File: src/sv/dfpma_pkg.sv
// ----------------------------------------------------------------------------
// dfpma_pkg
// shared types and constants of the dust frame parser with moving average
// ----------------------------------------------------------------------------
package dfpma_pkg;

	// configuration register indexes
	localparam logic [1:0] REG_HEAD = 2'd0;
	localparam logic [1:0] REG_TAIL = 2'd1;
	localparam logic [1:0] REG_GAIN = 2'd2;

	localparam int CFG_AW = 2;
	localparam int CFG_DW = 16;

	// register reset values
	localparam logic [7:0]  HEAD_RST = 8'hAA;
	localparam logic [7:0]  TAIL_RST = 8'hFF;
	localparam logic [15:0] GAIN_RST = 16'd1000;

	// window depth default
	localparam int WINDOW_DEF = 100;

	// byte position of the tail within a frame
	localparam logic [2:0] POS_TAIL = 3'd6;

	// 5 * gain fits in 19 bits
	localparam int GAIN5_W = 19;

	// frame result codes
	typedef enum logic [1:0] {
		ST_OK   = 2'd0,
		ST_CSUM = 2'd1,
		ST_DROP = 2'd2
	} status_t;

	localparam int SAMPLE_W = 16;

endpackage

File: src/sv/dfpma_ram.sv
// ----------------------------------------------------------------------------
// dfpma_ram
// generic single write port, single read port ram with registered read data
// ----------------------------------------------------------------------------
module dfpma_ram #(
	parameter int WIDTH = dfpma_pkg::SAMPLE_W,
	parameter int DEPTH = dfpma_pkg::WINDOW_DEF,
	localparam int AW = (DEPTH > 1) ? $clog2(DEPTH) : 1
) (
	input  logic             clk,
	input  logic             we,
	input  logic [AW-1:0]    waddr,
	input  logic [WIDTH-1:0] wdata,
	input  logic             re,
	input  logic [AW-1:0]    raddr,
	output logic [WIDTH-1:0] rdata
);

	logic [WIDTH-1:0] mem [DEPTH];

	always_ff @(posedge clk) begin
		if (we) begin
			mem[waddr] <= wdata;
		end
		if (re) begin
			rdata <= mem[raddr];
		end
	end

endmodule

File: src/sv/dust_frame_parser_moving_average_top.sv
// ----------------------------------------------------------------------------
// dust_frame_parser_moving_average_top
// finds 7-byte sensor frames in a byte stream, checks them and keeps a
// moving average of the frame samples, scaled into a concentration
// ----------------------------------------------------------------------------
//
//  channel   dir  payload                                   request when
//  s_axis    in   tdata[7:0] rx_byte                        tvalid & tready
//  m_axis    out  tdata[15:0] concentration,                tvalid & tready
//                 tdata[31:16] raw_sample,
//                 tuser[1:0] frame_status, tuser[2] average_ready
//  cfg       in   addr 0 head, 1 tail, 2 gain; wdata        we
//
//  one byte is taken every cycle while no tail byte waits; only a tail
//  byte produces a result, registered through stages s1 to s4 and m_axis
//  the window sits in one ram: read at the tail byte, sum updated and the
//  sample written back in the cycle after, then multiply, scale and saturate
//  only one frame is in flight: a tail byte waits while the previous result
//  is still in the pipe or not yet taken (seven bytes per frame keep this rare)
//  no clearing pass after reset: until the write slot first wraps, the
//  entry being replaced has never been written and counts as zero
//
module dust_frame_parser_moving_average_top #(
	parameter int WINDOW = dfpma_pkg::WINDOW_DEF
) (
	input  logic                          clk,
	input  logic                          arst_n,
	// byte stream in
	input  logic                          s_axis_tvalid,
	output logic                          s_axis_tready,
	input  logic [7:0]                    s_axis_tdata,  // [7:0] rx_byte
	// frame results out
	output logic                          m_axis_tvalid,
	input  logic                          m_axis_tready,
	output logic [31:0]                   m_axis_tdata,  // [15:0] concentration, [31:16] raw_sample
	output logic [2:0]                    m_axis_tuser,  // [1:0] frame_status, [2] average_ready
	// configuration writes
	input  logic                          cfg_we,
	input  logic [dfpma_pkg::CFG_AW-1:0]  cfg_addr,
	input  logic [dfpma_pkg::CFG_DW-1:0]  cfg_wdata
);

	// window slot and sum widths
	localparam int SLOT_W = (WINDOW > 1) ? $clog2(WINDOW) : 1;
	localparam int SUM_W  = $clog2(WINDOW * 65535 + 1);
	localparam int PROD_W = SUM_W + dfpma_pkg::GAIN5_W;
	// after the divide by 1024
	localparam int T_W    = PROD_W - 10;
	// divide by WINDOW through a reciprocal: exact for dividends below 2^QN
	localparam int LG     = $clog2(WINDOW);
	localparam int QN     = 16 + LG;
	localparam int REC_W  = 2 * QN + 1;
	localparam longint unsigned RECIP_L =
		((64'd1 << (QN + LG)) + 64'(WINDOW) - 64'd1) / 64'(WINDOW);
	localparam logic [QN:0] RECIP = RECIP_L[QN:0];
	// scaled value saturates at 65535 once num/1024 reaches 65536*WINDOW
	localparam longint unsigned SAT_L = 64'd65536 * 64'(WINDOW);
	localparam logic [T_W-1:0] SAT_LIM = SAT_L[T_W-1:0];
	localparam logic [SLOT_W-1:0] SLOT_LAST = SLOT_W'(WINDOW - 1);

	// configuration
	logic [7:0]                      head_q;
	logic [7:0]                      tail_q;
	logic [dfpma_pkg::GAIN5_W-1:0]   gain5_q;

	// frame assembly
	logic [2:0]  pos_q;
	logic [7:0]  b1_q, b2_q, b5_q, chk_q;

	// window state
	logic [SLOT_W-1:0] slot_q;
	logic              ready_q;
	logic [SUM_W-1:0]  sum_q;
	logic [15:0]       held_q;

	// pipeline
	logic                   v_s1, v_s2, v_s3, v_s4;
	dfpma_pkg::status_t     st_s1, st_s2, st_s3, st_s4;
	logic [15:0]            smp_s1, smp_s2, smp_s3, smp_s4;
	logic                   rdy_s1, rdy_s2, rdy_s3, rdy_s4;
	logic                   wrap_s1;
	logic [SLOT_W-1:0]      slot_s1;
	logic [PROD_W-1:0]      prod_s3;
	logic                   sat_s4;
	logic [REC_W-1:0]       rec_s4;

	logic                   in_req;
	logic                   busy;
	logic                   at_tail;
	logic [7:0]             rx;
	dfpma_pkg::status_t     st_new;
	logic                   win_upd;
	logic [SLOT_W-1:0]      slot_nxt;
	logic                   ready_nxt;
	logic [15:0]            ram_rdata;
	logic [15:0]            old_smp;
	logic                   wr_s1;
	logic [T_W-1:0]         t_s3;
	logic [15:0]            scaled;
	logic                   upd_s4;
	logic [15:0]            conc;

	assign rx      = s_axis_tdata;
	assign at_tail = (pos_q == dfpma_pkg::POS_TAIL);
	// a tail byte enters only into an empty pipe and output register
	assign busy    = v_s1 | v_s2 | v_s3 | v_s4 | m_axis_tvalid;
	assign s_axis_tready = !(at_tail && busy);
	assign in_req  = s_axis_tvalid && s_axis_tready;

	// frame verdict at the tail byte
	always_comb begin
		if (rx != tail_q) begin
			st_new = dfpma_pkg::ST_DROP;
		end else if (chk_q == b5_q) begin
			st_new = dfpma_pkg::ST_OK;
		end else begin
			st_new = dfpma_pkg::ST_CSUM;
		end
	end

	assign win_upd   = in_req && at_tail && (st_new == dfpma_pkg::ST_OK);
	assign slot_nxt  = (slot_q == SLOT_LAST) ? '0 : slot_q + SLOT_W'(1);
	assign ready_nxt = ready_q | (slot_nxt == '0);

	// window memory: read the slot being replaced, write the new sample next cycle
	assign wr_s1 = v_s1 && (st_s1 == dfpma_pkg::ST_OK);

	dfpma_ram #(
		.WIDTH(dfpma_pkg::SAMPLE_W),
		.DEPTH(WINDOW)
	) u_ram (
		.clk   (clk),
		.we    (wr_s1),
		.waddr (slot_s1),
		.wdata (smp_s1),
		.re    (win_upd),
		.raddr (slot_q),
		.rdata (ram_rdata)
	);

	// an entry not yet written since reset reads as zero
	assign old_smp = wrap_s1 ? ram_rdata : '0;

	// scaling datapath
	assign t_s3   = prod_s3[PROD_W-1:10];
	assign scaled = sat_s4 ? 16'hFFFF : rec_s4[QN+LG +: 16];
	assign upd_s4 = v_s4 && (st_s4 == dfpma_pkg::ST_OK) && rdy_s4;
	assign conc   = upd_s4 ? scaled : held_q;

	// control and state
	always_ff @(posedge clk or negedge arst_n) begin
		if (!arst_n) begin
			head_q        <= dfpma_pkg::HEAD_RST;
			tail_q        <= dfpma_pkg::TAIL_RST;
			gain5_q       <= dfpma_pkg::GAIN5_W'(dfpma_pkg::GAIN_RST) * dfpma_pkg::GAIN5_W'(5);
			pos_q         <= '0;
			slot_q        <= '0;
			ready_q       <= 1'b0;
			sum_q         <= '0;
			held_q        <= '0;
			v_s1          <= 1'b0;
			v_s2          <= 1'b0;
			v_s3          <= 1'b0;
			v_s4          <= 1'b0;
			m_axis_tvalid <= 1'b0;
		end else begin
			if (cfg_we) begin
				unique case (cfg_addr)
					dfpma_pkg::REG_HEAD: head_q <= cfg_wdata[7:0];
					dfpma_pkg::REG_TAIL: tail_q <= cfg_wdata[7:0];
					// keep 5 * gain ready for the multiplier
					dfpma_pkg::REG_GAIN: gain5_q <= dfpma_pkg::GAIN5_W'(cfg_wdata)
						+ (dfpma_pkg::GAIN5_W'(cfg_wdata) << 2);
					default: ;
				endcase
			end

			if (in_req) begin
				if (pos_q == '0) begin
					if (rx == head_q) begin
						pos_q <= 3'd1;
					end
				end else if (at_tail) begin
					pos_q <= '0;
				end else begin
					pos_q <= pos_q + 3'd1;
				end
			end

			if (win_upd) begin
				slot_q  <= slot_nxt;
				ready_q <= ready_nxt;
			end

			if (wr_s1) begin
				sum_q <= SUM_W'({1'b0, sum_q} + (SUM_W + 1)'(smp_s1) - (SUM_W + 1)'(old_smp));
			end

			if (upd_s4) begin
				held_q <= scaled;
			end

			v_s1 <= in_req && at_tail;
			v_s2 <= v_s1;
			v_s3 <= v_s2;
			v_s4 <= v_s3;

			if (v_s4) begin
				m_axis_tvalid <= 1'b1;
			end else if (m_axis_tready) begin
				m_axis_tvalid <= 1'b0;
			end
		end
	end

	// payload registers
	always_ff @(posedge clk) begin
		if (in_req) begin
			case (pos_q)
				3'd1: begin
					b1_q  <= rx;
					chk_q <= rx;
				end
				3'd2: begin
					b2_q  <= rx;
					chk_q <= chk_q + rx;
				end
				3'd3, 3'd4: chk_q <= chk_q + rx;
				3'd5: b5_q <= rx;
				default: ;
			endcase
		end

		// stage 1: verdict, slot and readiness after this frame
		st_s1   <= st_new;
		smp_s1  <= {b1_q, b2_q};
		wrap_s1 <= ready_q;
		slot_s1 <= slot_q;
		rdy_s1  <= (st_new == dfpma_pkg::ST_OK) ? ready_nxt : ready_q;

		// stage 2: running sum updated
		st_s2  <= st_s1;
		smp_s2 <= smp_s1;
		rdy_s2 <= rdy_s1;

		// stage 3: sum * 5 * gain
		st_s3   <= st_s2;
		smp_s3  <= smp_s2;
		rdy_s3  <= rdy_s2;
		prod_s3 <= PROD_W'(sum_q) * PROD_W'(gain5_q);

		// stage 4: saturation test and reciprocal multiply
		st_s4  <= st_s3;
		smp_s4 <= smp_s3;
		rdy_s4 <= rdy_s3;
		sat_s4 <= (t_s3 >= SAT_LIM);
		rec_s4 <= REC_W'(t_s3[QN-1:0]) * REC_W'(RECIP);

		if (v_s4) begin
			m_axis_tdata <= {smp_s4, conc};
			m_axis_tuser <= {rdy_s4, st_s4};
		end
	end

endmodule

File: config.mk
export PLATFORM = sky130hd
export DESIGN_NAME = dust_frame_parser_moving_average_top
export DESIGN_NICKNAME = d
export VERILOG_FILES = /design/src/sv/dfpma_pkg.sv /design/src/sv/dfpma_ram.sv /design/src/sv/dust_frame_parser_moving_average_top.sv
export SDC_FILE = /design/constraint.sdc
export NUM_CORES = 2
export LEC_CHECK = 0
export BUFFER_PORTS_ARGS = -buffer_cell sky130_fd_sc_hd__clkbuf_2
export CAP_MARGIN = 40
export CORE_ASPECT_RATIO = 0.7
export CORE_MARGIN = 2
export CORE_UTILIZATION = 65
export CTS_CLUSTER_DIAMETER = 50
export DETAILED_ROUTE_END_ITERATION = 10
export PLACE_DENSITY = 0.77
export SYNTH_ARGS = -nofsm -noshare
export SYNTH_HDL_FRONTEND = slang
export SYNTH_SLANG_ARGS = --single-unit
File: constraint.sdc
create_clock -name clk -period 11.3 [get_ports clk]
set_input_delay 0 -clock clk [delete_from_list [all_inputs] [get_ports clk]]
set_output_delay 0 -clock clk [all_outputs]
set_load 0.05 [all_outputs]
After elaboration in Yosys (flattened, before gate mapping)
Memory sizes are Yosys's and may differ from the RTL's. A register that Yosys moved wholly into a read port is not among the register bits.
Cells that the tools add are included.
Operators by class
  add/subtract/negate cells: 6
  multipliers: 2
  magnitude comparators: 1
  equality and inequality tests: 13
  multiplexer cells: 15
  bitwise gates (word level): 5
  reductions and logical operators: 25
Operators with widths (number)
  16-bit two-way mux: 3
  23-bit by 24-bit multiplier with 46-bit output, second input constant: 1
  23-bit by 19-bit multiplier with 42-bit output: 1
  32-bit by 23-bit greater-or-equal comparator with 1-bit output, second input constant: 1
  23-bit by 16-bit adder with 23-bit output: 1
  23-bit by 16-bit subtractor with 23-bit output: 1
  16-bit by 18-bit adder with 19-bit output: 1
  8-bit == test: 2
  8-bit case mux with 2 select lines: 1
  2-bit AND reduction: 8
  3-bit == test, second input constant: 3
  3-bit two-way mux: 3
  8-bit adder: 1
  2-bit zero test: 4
  8-bit != test: 1
  7-bit by 1-bit adder with 7-bit output, second input constant: 1
  7-bit == test, second input constant: 1
  1-bit logical AND: 7
  7-bit zero test: 1
  7-bit two-way mux: 1
  3-bit by 2-bit == test with 1-bit output, second input constant: 2
  1-bit two-way mux: 6
  1-bit OR: 5
  2-bit nonzero test: 2
  9 further kinds: 9
Word-level totals
  register bits: 330
  bits in writable memories: 1600
  input bits: 31
  output and inout bits: 37
  word-level logic and storage cells: 104
  memories kept: 1
Memory list
  u_ram.mem: depth 100, width 16, rd ports 1, clocked after Yosys merged registers in 1, wr ports 1, RTL line dfpma_ram.sv:19  | logic [WIDTH-1:0] mem [DEPTH];

Longest topological paths before layout
  depth after elaboration: 9
  mapped depth: 25
  mapped depth without buffers: 24

By module
From an unflattened synthesis, not the netlist that was laid out.
Second synthesis, totals
  cell total of the unflattened synthesis: 6032
  area total of the unflattened synthesis: 95572.9 sq um
Modules (own cells, without submodules)
  dfpma_ram: times used 1, cells an instance 2669, area each 61993.2 sq um, sequential area each 48526.5 sq um
  dust_frame_parser_moving_average_top: times used 1, cells an instance 3363, area each 33579.7 sq um, sequential area each 6947.9 sq um

Least setup slack after synthesis
No wires, ideal clock.
  path type: reg-to-reg
  start: register prod_s3[21]
  end: register rec_s4[43]
  library setup time: 0.072 ns
  data arrival time: 6.339 ns
  required time: 11.228 ns
  slack: 4.888 ns
  stages on the path, launching flop included: 26
  path buffers: 1
  clock period less this slack: 6.412 ns
  cell sequence: dfxtp_1 > fa_1 > inv_1 > fa_1 > inv_1 > fa_1 > inv_1 > fa_1 > inv_1 > fa_1 > inv_1 > fa_1 > inv_1 > fa_1 > ha_1 > and4_1 > clkbuf_1 > a31oi_1 > o21ai_1 > a221oi_1 > a21boi_1 > o32ai_2 > o211ai_1 > a31o_2 > a21oi_1 > xnor2_1
Between the ends
  word-level cells in the longest chain between the ends: 1
Ends and longest elaborated chain
  from (decl): RTL line dust_frame_parser_moving_average_top.sv:83  | logic [PROD_W-1:0] prod_s3;
  from (signal assigned): RTL line dust_frame_parser_moving_average_top.sv:250  | prod_s3 <= PROD_W'(sum_q) * PROD_W'(gain5_q);
  23-bit by 24-bit multiplier with 46-bit output: RTL line dust_frame_parser_moving_average_top.sv:257  | rec_s4 <= REC_W'(t_s3[QN-1:0]) * REC_W'(RECIP);
  to (signal assigned): RTL line dust_frame_parser_moving_average_top.sv:257
  to (decl): RTL line dust_frame_parser_moving_average_top.sv:85  | logic [REC_W-1:0] rec_s4;
Every way passes these cells.
A chain may end at the register's enable or synchronous reset.

Final worst setup path
  start: register sum_q[8]
  end: register prod_s3[38]
Between the ends
  word-level cells in the longest chain between the ends: 1
Ends and longest elaborated chain
  from (decl): RTL line dust_frame_parser_moving_average_top.sv:73  | logic [SUM_W-1:0] sum_q;
  from (signal assigned): RTL line dust_frame_parser_moving_average_top.sv:196  | sum_q <= SUM_W'({1'b0, sum_q} + (SUM_W + 1)'(smp_s1) - (SUM_W + 1)'(old_smp));
  23-bit by 19-bit multiplier with 42-bit output: RTL line dust_frame_parser_moving_average_top.sv:250
Every way passes these cells.

==> reports/qor.txt <==
Largest vdd supply drop - 0.227 mV
Critical Path RT - 11.97 ns
Number of search-and-repair iterations in the first detailed-routing pass - 6
Critical path's most frequent cell - sky130_fd_sc_hd__fa_1
Slew of the pin with the lowest slew margin - 1.09 ns
Buffers on Ports - 67
Clock-pin slew of the registers on the worst-case setup and hold paths - 0.06 ns
Remaining antenna violation count - 0
Crit-path cells - and2_1 -> fa_1 -> fa_1 -> inv_1 -> fa_1 -> inv_1 -> fa_1 -> inv_1 -> fa_1 -> fa_1 -> inv_1 -> ha_1 -> a21oi_1 -> o21ai_0 -> a22o_1 -> a311oi_1 -> o31ai_1 -> buf_2 -> a21oi_1 -> o21ai_1 -> a41o_1 -> a211oi_1 -> nor3_1
Syn. warnings - 0
Startpoint Class - flip-flop
Remaining Overflow, GRT - 0
Detailed Route WL - 240000 um
FP Rows - 117
Top post-synthesis cells by area - sky130_fd_sc_hd__edfxtp_1, sky130_fd_sc_hd__mux4_2, sky130_fd_sc_hd__fa_1
Placeable core region - 146000 um2
Post-synthesis cell count - 5883
Layout area overhead - 10.1%
I/O pin count - 68
Number of fill cells - 8838
Global-route wire length before repair - 357000 um
Setup tns final - 0 ns
Largest area contributor in the synthesized netlist - sky130_fd_sc_hd__edfxtp_1
Via count of the first global-routing pass - 53100
Number of vias after detailed routing - 52100
Avg Vias per Cell - 6.34
Minimum clock period after layout - 7.31 ns
Maximum cell stage delay along the critical path - 0.87 ns
Fraction of layout cells with a size suffix above 1 - 17.5%
Cell with the largest stage delay on the worst path - sky130_fd_sc_hd__dfrtp_1
Net Count, Synth - 6894
Post-layout power - 15.4 mW
Violation count after the first detailed-routing iteration - 7256
Most common cell in the synthesized netlist - sky130_fd_sc_hd__edfxtp_1
Post-route DRC - 0
Final #Nets - 7124
Skew final - 0.0377 ns
Final RePlAce weighted congestion - 0.917
Number of flops mapped to enable cells by yosys - 1683
Clock root buffer master - sky130_fd_sc_hd__clkbuf_16
Mapped cell area - 95600 um2
Slew margin rel. - 27.5%
Setup crit end kind - flip-flop
Die Outline Area - 150000 um2
Reported leakage power - 39.6 nW
TritonCTS clock tree - built
Detailed placer's ending HPWL - 153000 um
Worst setup path class - flip-flop to flip-flop
CTS buffer count - 173
Gates resized, CTS repair - 0
Dominant synthesized flop cell - sky130_fd_sc_hd__edfxtp_1
Unrepaired setup endpoints after global routing - false
Arrival time of data at the critical path endpoint - 7.98 ns
Result of the run - completed
Worst path buffer plus inverter count - 5
Sequential cell area fraction in the yosys report - 58.0%
Synthesis-stage register bit count - 1906
Wire length per cell after detailed routing - 29.2 um
Maximum level of the CTS H-tree - 4
Final Setup Violations - 0
Buffers from clock root to sink, at most - 3
Synth top area share - 52.9%
Count of distinct cell types in the synthesized netlist - 68
Class of the tightest hold or removal check - input pin to flip-flop
Number of maximum-capacitance violations - 0
Worst-path fanout max - 21
Power density cells - 146 nW/um2
Clk sinks - 1906
Starting density of the core - 65.6%
Number of antenna violations at the first check in global routing - 14
Avg Cell Area, Syn - 16.2 um2
Async SR Flop Fraction - 4.72%
Largest net degree at the start of global routing - 128
Final worst-path cycle share - 64.7%
Max Freq - 137 MHz
All-Layer GR Usage - 32.7%
Final slew viol count - 0
Insertion delay to the later sink of the worst-skew pair - 0.83 ns
Die height - 325 um
Horizontal extent of the die - 462 um
Synth cell count leaders - sky130_fd_sc_hd__edfxtp_1, sky130_fd_sc_hd__inv_1, sky130_fd_sc_hd__fa_1, sky130_fd_sc_hd__mux4_2, sky130_fd_sc_hd__ha_1
Number of failing hold endpoints at the final stage - 0
Family of cells with the greatest summed delay on the critical path - adder cells
[worst min-delay path, delay by kind of cell]
family,cells,cell delay [ns]
mux,1,0.17
buf+inv,2,0.72
[where the power goes]
part,internal [mW],switching [mW]
registers,7.92,0.235
logic,0.492,0.857
clock network,3.22,2.67
total,11.6,3.76
[cell usage in the layout, fill, tap and decap left out, types with 53 or more instances in the layout]
cell type                          n
sky130_fd_sc_hd__xnor2_1          71
sky130_fd_sc_hd__nor2_1          189
sky130_fd_sc_hd__o21ai_0          70
sky130_fd_sc_hd__buf_4           156
sky130_fd_sc_hd__edfxtp_1       1683
sky130_fd_sc_hd__dlygate4sd3_1    53
sky130_fd_sc_hd__ha_1            412
sky130_fd_sc_hd__dfxtp_1         117
sky130_fd_sc_hd__and2_1          236
sky130_fd_sc_hd__dfrtp_1          66
sky130_fd_sc_hd__nand2_1         346
sky130_fd_sc_hd__mux4_2          512
sky130_fd_sc_hd__fa_1            568
sky130_fd_sc_hd__inv_1           848
sky130_fd_sc_hd__clkbuf_2         66
sky130_fd_sc_hd__a21oi_1          90
sky130_fd_sc_hd__clkbuf_16       175
[cell families (layout without fill, tap and decap cells)]
kind of cell,Yosys count,in the layout,synth area share [%]
AOI/OAI and AO/OA,313,313,2.07
xor gates and xnor gates,113,113,1.04
adders and majority gates,980,980,17.3
buffers and inverters,1085,1456,4.31
DFF,1906,1906,58.0
muxes,567,567,12.7
other,0,2,0
and+or+nand+nor,919,919,4.58
[cell type report]
type | count | area, um2 | share of cell area, %
flip-flops and latches | 1906 | 55600 | 52.8
multi-input cells | 2892 | 36000 | 34.2
clock buffers | 218 | 4580 | 4.35
inverters | 848 | 3180 | 3.02
well taps | 1963 | 2460 | 2.33
repair buffers | 292 | 2410 | 2.29
clock inverters | 98 | 1070 | 1.02
diodes | 2 | 5.00 | 0.00475
[final timing paths]
kind	slack, ns	end	cells past startpoint	from
worst max-delay path	3.99	prod_s3[38]	23	sum_q[8]
worst min-delay path	0.10	head_q[5]	3	cfg_wdata[5]
worst max register to register	3.99	prod_s3[38]	23	sum_q[8]
worst min register to register	0.32	rdy_s3	0	rdy_s2
max in group asynchronous	10.08	slot_q[5]	4	arst_n
min in group asynchronous	0.49	tail_q[2]	3	arst_n
[per-layer routing]
metal  part of all wire, %  track usage (%)  vias up  wire length (um)
met5                 0.038                0        -                92
met4                   2.1             7.55       12              5070
met3                    14             11.0      380             33900
met2                    43             45.8     3337            104000
met1                    41             50.4    26900             97300
li1                      -                -    21500                 -
[what timing repair did]
action,4_1_cts,5_1_grt
endpoints found under the hold margin,152,0
buffers inserted,0,0
hold buffers,54,0
[flip-flops by register name (all words and copies together), names as in the netlist, 7 cells and up]
signal / flops
head_q: 8
sum_q: 23
smp_s1: 16
b5_q: 8
prod_s3: 32
tail_q: 8
smp_s2: 16
gain5_q: 19
smp_s4: 16
smp_s3: 16
u_ram.mem: 1600
chk_q: 8
rec_s4: 16
held_q: 16
m_axis_tdata: 32
b1_q: 8
slot_s1: 7
u_ram.rdata: 16
b2_q: 8
slot_q: 7
[metrics by stage]
| stage | area (um2) | utilization (%) | hold slack [ns] | std cells | setup slack [ns] |
|---|---|---|---|---|---|
| 2_1_floorplan | 95600 | - | -0.296 | 5883 | 4.89 |
| 5_1_grt | 105000 | 72.3 | 0.0916 | 8217 | 3.74 |
| 3_3_place_gp | 98800 | 67.8 | 0.0964 | 7833 | 4.27 |
| 4_1_cts | 105000 | 72.2 | 0.0371 | 8214 | 4.02 |
| 6_report | 105000 | 72.3 | 0.103 | 8219 | 3.99 |
| 3_5_place_dp | 99000 | 68.0 | 0.110 | 7844 | 4.04 |
(Power assumes the default switching activity.)
